--- config.mk ---
export PLATFORM = sky130hd
export DESIGN_NAME = fic_dly
export DESIGN_NICKNAME = d
export VERILOG_FILES = /design/src/hw/rtl/fic_pkg.sv /design/src/hw/rtl/fic_dly.sv
export SDC_FILE = /design/constraint.sdc
export NUM_CORES = 1
export LEC_CHECK = 0
export ABC_CLOCK_PERIOD_IN_PS = 800
export BUFFER_PORTS_ARGS = -buffer_cell sky130_fd_sc_hd__clkbuf_2
export CORE_ASPECT_RATIO = 1.25
export CORE_MARGIN = 4
export CORE_UTILIZATION = 43
export CTS_CLUSTER_SIZE = 14
export DETAILED_ROUTE_END_ITERATION = 6
export MAX_ROUTING_LAYER = met4
export PLACE_DENSITY = 0.82
export RECOVER_POWER = 25
export SLEW_MARGIN = 15
export SYNTH_ARGS = -nofsm -noshare
export SYNTH_HDL_FRONTEND = slang
export SYNTH_SLANG_ARGS = --single-unit
--- constraint.sdc ---
create_clock -name clk -period 0.8 [get_ports clk]
set_input_delay 0.08 -clock clk [delete_from_list [all_inputs] [get_ports clk]]
set_output_delay 0.08 -clock clk [all_outputs]
set_load 0.005 [all_outputs]
--- src/hw/rtl/fic_pkg.sv ---
// ----------------------------------------------------------------------------
// fic_pkg: shared types and constants for the Fresnel integral pair core
// Fixed-point word type, scale constants in Q.48, pipeline latencies.
// ----------------------------------------------------------------------------
package fic_pkg;

  // internal fixed point: signed Q.48 held in a 64-bit two's complement word
  localparam int unsigned WORD_W = 64;
  localparam int unsigned IFB    = 48;

  typedef logic [WORD_W-1:0] word_t;

  localparam int unsigned NUM_TERMS_DEF = 12;
  localparam int unsigned FRAC_BITS_DEF = 16;
  localparam int unsigned FIELD_W_DEF   = FRAC_BITS_DEF + 2;

  // pi scaled by 2^60, rounded to nearest in Q.48
  localparam logic [63:0] PI_Q60   = 64'h3243F6A8885A308D;
  localparam word_t       SCALE_Q  = word_t'((PI_Q60 + (64'd1 << 11)) >> 12);
  localparam logic [127:0] SCALE_SQ_P = 128'(SCALE_Q) * 128'(SCALE_Q)
                                        + (128'd1 << (IFB - 1));
  localparam word_t       SCALE_SQ = SCALE_SQ_P[IFB +: WORD_W];

  // latencies in cycles of the arithmetic units
  localparam int unsigned MUL_LAT  = 4;
  localparam int unsigned DIV_LAT  = 6;
  localparam int unsigned TERM_LAT = MUL_LAT + 1 + DIV_LAT;
  localparam int unsigned PRE_LAT  = 1 + 3 * MUL_LAT;
  localparam int unsigned POST_LAT = 2;

endpackage

--- src/hw/rtl/fic_dly.sv ---
// ----------------------------------------------------------------------------
// fic_dly: stall-aware delay line
// Shifts a word through N registers while the pipeline advances.
// ----------------------------------------------------------------------------
module fic_dly #(
  parameter int unsigned W = fic_pkg::WORD_W,
  parameter int unsigned N = 1
) (
  input  logic         clk,
  input  logic         en,
  input  logic [W-1:0] d,
  output logic [W-1:0] q
);

  logic [W-1:0] tap_r [N];

  always_ff @(posedge clk) begin
    if (en) begin
      tap_r[0] <= d;
      for (int i = 1; i < N; i++) begin
        tap_r[i] <= tap_r[i-1];
      end
    end
  end

  assign q = tap_r[N-1];

endmodule

Word level (Yosys, flattened, before mapping)
Memories as Yosys holds them, arrays and structs flattened.
Cells that the tools add are included.
{ "op_classes": {"muxes": 2} }
{ "op_table": {"columns": ["cell", "n"], "rows": [
  ["two-way mux 1 bit", 2]
]} }
{ "totals": {"wordCells": 3, "ramBits": 64, "input_bits": 66, "n_memories": 1, "output_inout_bits": 64, "reg_bits": 0} }
{ "mem_list": {"columns": ["name", "words", "width", "rd", "rd_clocked_by_memory_dff", "wr", "line", "source"], "rows": [
  ["tap_r", 1, 64, 1, 0, 1, "fic_dly.sv:15", "logic [W-1:0] tap_r [N];"]
]} }

Depth between registers and ports, before layout
Gate-level depths: netlist of run 1.
{ "logic_depth": {"word_depth": 2, "ltp_mapped": 0, "mapped_depth_nobuf": 0} }

Worst setup path after synthesis of run 1
Ideal clock, no wire load.
{ "synth_timing": {"path_kind": "flip-flop to output port", "startpoint": "memory tap_r[0][0] (netlist name)", "endpoint": "output q[0]", "t_required_ns": 0.720, "stages_incl_launch_ff": 1, "n_path_buf": 0, "arrival_ns": 0.355, "slack_ns": 0.365, "path_cell_list": "edfxtp_1"} }
{ "synth_between": {"elab_chain_len": 1} }
{ "synth_rtl": {"columns": ["element", "line", "source"], "rows": [
  ["start, declared", "fic_dly.sv:15", null],
  ["memory (1 x 64 bit)", null, null],
  ["end, declared", "fic_dly.sv:12", "output logic [W-1:0] q"]
]} }
Every way passes these cells.

Worst setup path in the final report of run 1
{ "layout_timing": {"startpoint": "memory tap_r[0][25] (netlist name)", "endpoint": "output q[25]"} }
The elaborated chain is that of the path after synthesis.

==> impl_results.md, run 1 <==
- GRT overflow: 0
- WP data required: 720 ps
- WP depth: 1
- GRT Overall Usage: 0.198
- Unrepaired setup endpoints after global routing: yes
- Slowest cell on crit path: edfxtp_1
- Post-synthesis cell count: 64
- Post-synthesis sequential area ratio: 1.00
- CTS tree: done
- Final-report hold violation count: 0
- CTS Buffer Depth: 2
- Violated checks: setup timing
- Net Count, Synth: 130
- #FFs+latches synth: 64
- Num CTS Buffers: 9
- Synth top area share: 1.00
- Worst setup margin: -140 ps
- Top delay family on crit path: flip-flops
- CTS H-Tree Depth: 3
- Logic pwr share: 0.111
- WS Path Type: flip-flop to output port
- Total power draw: 6950 uW
- Final Core Density: 0.819
- Vias per inst: 4.29
- Clock sinks: 64
- Layout cells sized above 1: 0.507
- Sequential share of power: 0.584
- # DRC: 0
- Worst-path clk slew: 60 ps
- Max Cap Viol: 0
- RD Place Congestion: 0.680
- Vias in the first global route: 1521
- Max FFs per register: 64
- Drt pass-1 iters: 6
- Avg WL per Cell: 15.4 um
- Crit path largest cell delay: 400 ps
- Final setup violation count: 64
- First-pass GRT wire length: 7190 um
- CP endpoint: q[25]
- Area Growth Syn to Fin: 78.9%
- Postcts setup bufs: 0
- PwrDens: 2020 nW/um^2
- Largest cells by area after synthesis: edfxtp_1
- WP buf/inv: 1
- Inserted Diodes: 0
- I/O Pins: 130
- Rel. slew slack: 0.694
- Clock share of power: 0.304
- Post-route antenna net violation count: 0
- Die X: 67.8 um
- Synth Cell Area: 1920 sq um
- Startpoint type of the worst setup path: flip-flop
- Initial Util: 0.458
- Critical Path AT: 860 ps
- Site Rows: 26
- DIE AREA: 5610 sq um
- Switching share of total power: 0.201
- Max Slew Vio Count: 0
- Worst vdd rail ir drop: 1.52 mV
- Hold WC Path Type: primary input to flip-flop
- Die height: 82.7 um
- Largest regs: tap_r (64)
- P_int: 5560 uW
- P_leak: 0.00151 uW
- Post-synth cell types: 1
- Worst hold stages: 2
- Crit path max fanout: 1
- Final min period: 940 ps
- Tcrit/Tclk final: 1.17
- CP Capture Type: output port
- Status: finished, violations left
- PortBufs: 129
- Pre-CTS WS: 18.9 ps
- Number of DRC markers in iteration 0: 41
- Pin count of the biggest net entering global routing: 37
- Dominant cell type by area after synthesis: edfxtp_1
- Syn avg cell area: 30.0 sq um
- CTS root buffer: clkbuf_8
- DR vias: 1416
- Nets: 336
- Worst-path cell chain: clkbuf_2
- Core area: 4200 sq um
- FILL cells: 225
- Total Routed Length: 5100 um
- Net Sw Power: 1400 uW
- Top reg by flops: tap_r
- Multi-input logic cell count: 0
- Crit path from: tap_r[0][25]
- Multi-input logic area: 0 sq um
- Max Fclk: 1060 MHz
- Antenna violations before repair: 0
- Worst slew pin tran: 459 ps
- Synth Warn #: 0
## Yosys cell counts
cell,count
edfxtp_1,64
## worst min-delay path by stage
stage          slack (ps)      endpoint  start
2_1_floorplan         180   tap_r[0][0]   d[0]
3_3_place_gp          260  tap_r[0][44]  d[44]
3_5_place_dp          260   tap_r[0][1]   d[1]
4_1_cts               230  tap_r[0][62]     en
5_1_grt               390   tap_r[0][1]     en
6_report              380  tap_r[0][61]     en
## logic make-up (layout without fill, tap and decap cells)
family | after synthesis | after routing | share of synthesized area
buffers and inverters | 0 | 210 | 0
DFF | 64 | 64 | 1.00
## cells in the final DEF, fill, tap and decap left out, drive strengths merged
cell         instances
clkbuf             144
clkinv               2
dlygate4sd3         64
edfxtp              64
## power by group through the flow
| stage | clock (uW) | sequential, uW | combinational [uW] |
|---|---|---|---|
| 2_1_floorplan | 0 | 4160 | 0 |
| 3_3_place_gp | 0 | 4110 | 521 |
| 3_5_place_dp | 0 | 4130 | 538 |
| 4_1_cts | 2210 | 4060 | 788 |
| 5_1_grt | 2410 | 4080 | 836 |
| 6_report | 2120 | 4060 | 775 |
## stage by stage
step	instances	area (sq um)	setup TNS (ps)	hold WS, ps
floorplan	64	1920	0	179
global placement	251	2680	0	257
detailed placement	251	2680	0	259
CTS	330	3460	-6730	231
global route	330	3440	-8950	389
finish	330	3440	-5440	376
## routing by layer
metal	track usage	routed length [um]	vias to the layer above
li1	-	-	672
met1	0.170	1630	654
met2	0.366	2940	84
met3	0.0717	464	6
met4	0.103	68	0
met5	-	0	-
## cell type report
| class | instances | area [sq um] | share of cell area |
|---|---|---|---|
| Sequential cell | 64 | 1920 | 0.559 |
| Clock inverter | 2 | 7.51 | 0.00218 |
| Clock buffer | 13 | 139 | 0.0404 |
| Timing Repair Buffer | 195 | 1300 | 0.378 |
| Tap cell | 56 | 70.1 | 0.0204 |
## timing repair
| item | in CTS | in global routing |
|---|---|---|
| gates resized for setup | 0 | 0 |
| setup endpoints to repair | 64 | 64 |
| hold buffers | 64 | 0 |
| endpoints found under the hold margin | 64 | 0 |
(Power assumes the default switching activity.)
==> inputs of run 2 (changes only) <==
Settings changed: BUFFER_PORTS_ARGS -buffer_cell sky130_fd_sc_hd__clkbuf_2 to default, CORE_UTILIZATION 43 to 64, DONT_BUFFER_PORTS from default to 1, PLACE_DENSITY 0.82 to 0.8, RECOVER_POWER 25 to 50.
==> impl_results.md, run 2 <==
- Failing step: global placement without I/O
- Net Count, Synth: 130
- Dominant cell type by area after synthesis: edfxtp_1
- Post-synthesis cell count: 64
- Die height: 69.3 um
- EDFF count, synth: 64
- Status: aborted with a tool error
- Synth Cell Area: 1920 sq um
- Site Rows: 21
- Post-synth cell types: 1
- Post-synthesis sequential area ratio: 1.00
- Initial Util: 0.690
- Commonest cells post-synth: edfxtp_1
- Die X: 57.0 um
- Async SR Flop Fraction: 0
- Synth Warn #: 0
- Syn avg cell area: 30.0 sq um
- Largest cells by area after synthesis: edfxtp_1
- Synth top area share: 1.00
- #FFs+latches synth: 64
- Most common cell in the netlist: edfxtp_1
- Err: [ERROR GPL-0305] RePlAce diverged during gradient descent calculation, resulting in an invalid step length (Inf or NaN). This is often caused by numerical instability ...
- Main synth FF type: edfxtp_1
## run 2: kinds of logic after synthesis
kind of cell,synth area share
DFF,1.00
==> inputs of run 3 (changes only) <==
Settings changed: CORE_ASPECT_RATIO 1.25 to default, CORE_UTILIZATION 64 to 40, CTS_CLUSTER_SIZE 14 to default, MAX_ROUTING_LAYER met4 to default, PLACE_DENSITY 0.8 to default, PLACE_DENSITY_LB_ADDON from default to 0.15.
==> impl_results.md, run 3 (synthesis results as in run 1) <==
- Status: finished, violations left
- Violated checks: hold timing, setup timing
- Number of DRC markers in iteration 0: 59
- Final Core Density: 0.635
- Area Growth Syn to Fin: 48.9%
- Max FFs per register: 64
- GRT overflow: 0
- Worst-path clk slew: 70 ps
- Total Routed Length: 4320 um
- Max Slew Vio Count: 0
- Inserted Diodes: 0
- Top reg by flops: tap_r
- Startpoint type of the worst setup path: flip-flop
- Clock share of power: 0.423
- Final-report hold violation count: 64
- Sequential share of power: 0.543
- Commonest cells after routing, fill and taps aside: dlygate4sd3_1, edfxtp_1, clkbuf_8, clkinv_2, bufinv_16
- Logic pwr share: 0.034
- GRT Overall Usage: 0.145
- Crit path from: tap_r[0][42]
- WP data required: 720 ps
- First-pass GRT wire length: 6040 um
- Total power draw: 7640 uW
- CP Capture Type: output port
- Hold WC Path Type: primary input to flip-flop
- Die height: 77.3 um
- RD Place Congestion: 0.636
- # DRC: 0
- Pin count of the biggest net entering global routing: 65
- Net Sw Power: 1390 uW
- Multi-input logic area: 0 sq um
- Unrepaired setup endpoints after global routing: yes
- WS Path Type: flip-flop to output port
- DIE AREA: 5980 sq um
- CTS root buffer: clkbuf_8
- Postcts setup bufs: 0
- Hold Startpoint: en
- Max Fclk: 1180 MHz
- Post-route antenna net violation count: 0
- Avg WL per Cell: 22.0 um
- Hold_ws: -148 ps
- Multi-input logic cell count: 0
- Worst Hold Path EP: tap_r[0][49]
- Worst vdd rail ir drop: 1.58 mV
- DR vias: 935
- CTS H-Tree Depth: 3
- Initial Util: 0.427
- Final min period: 845 ps
- Tcrit/Tclk final: 1.06
- CTS Hold Bufs: 64
- Final setup violation count: 51
- Vias in the first global route: 1074
- Rel. slew slack: 0.915
- PwrDens: 2670 nW/um^2
- P_int: 6250 uW
- Largest regs: tap_r (64)
- Worst hold stages: 0
- Nets: 205
- Layout cells sized above 1: 0.111
- Site Rows: 24
- P_leak: 0.00102 uW
- Vias per inst: 4.77
- Clock sinks: 64
- Crit path max fanout: 1
- Antenna violations before repair: 0
- Drt pass-1 iters: 4
- Max Cap Viol: 0
- CTS tree: done
- Worst setup margin: -45.1 ps
- CTS Buffer Depth: 2
- Num CTS Buffers: 9
- PortBufs: 0
- Switching share of total power: 0.182
- I/O Pins: 130
- Worst slew pin tran: 127 ps
- Critical Path AT: 770 ps
- Die X: 77.3 um
- Core area: 4500 sq um
[run 3: metal layers]
layer,wire [um],GRT usage,vias to the layer above
met5,0,0,-
li1,-,-,410
met2,2550,0.278,63
met4,88,0.0801,0
met1,1310,0.117,452
met3,365,0.0703,10
[run 3: cell type report]
type,instances,area (sq um)
clock inverter,7,110
sequential,64,1920
tap,52,65.1
clock buffer,9,124
fill,320,1640
timing repair buffer,64,641
[run 3: worst max path at each step]
stage / slack [ps] / cells past startpoint / to
after floorplan: 360 / 0 / q[0]
after global routing: -80 / 0 / q[42]
after global placement: 320 / 0 / q[23]
after CTS: -50 / 0 / q[54]
final: -50 / 0 / q[42]
after detailed placement: 320 / 0 / q[32]
[run 3: what timing repair did]
action	4_1_cts	5_1_grt
gates resized for setup	0	0
endpoints found under the hold margin	128	64
pin swaps	0	0
setup endpoints to repair	64	64
[run 3: power groups by stage]
stage	clock [uW]	sequential [uW]	combinational (uW)
3_5_place_dp	0	4220	0
5_1_grt	3480	4170	274
3_3_place_gp	0	4220	0
6_report	3230	4150	256
4_1_cts	3270	4160	253
2_1_floorplan	0	4160	0
[run 3: stage by stage]
stage	worst slack, ps	cell area, sq um	instances	TNS [ps]
floorplan	365	1920	64	0
global placement	322	1990	116	0
detailed placement	317	1990	116	0
CTS	-53.8	2860	196	-1860
global route	-76.1	2860	196	-2740
finish	-45.1	2860	196	-754
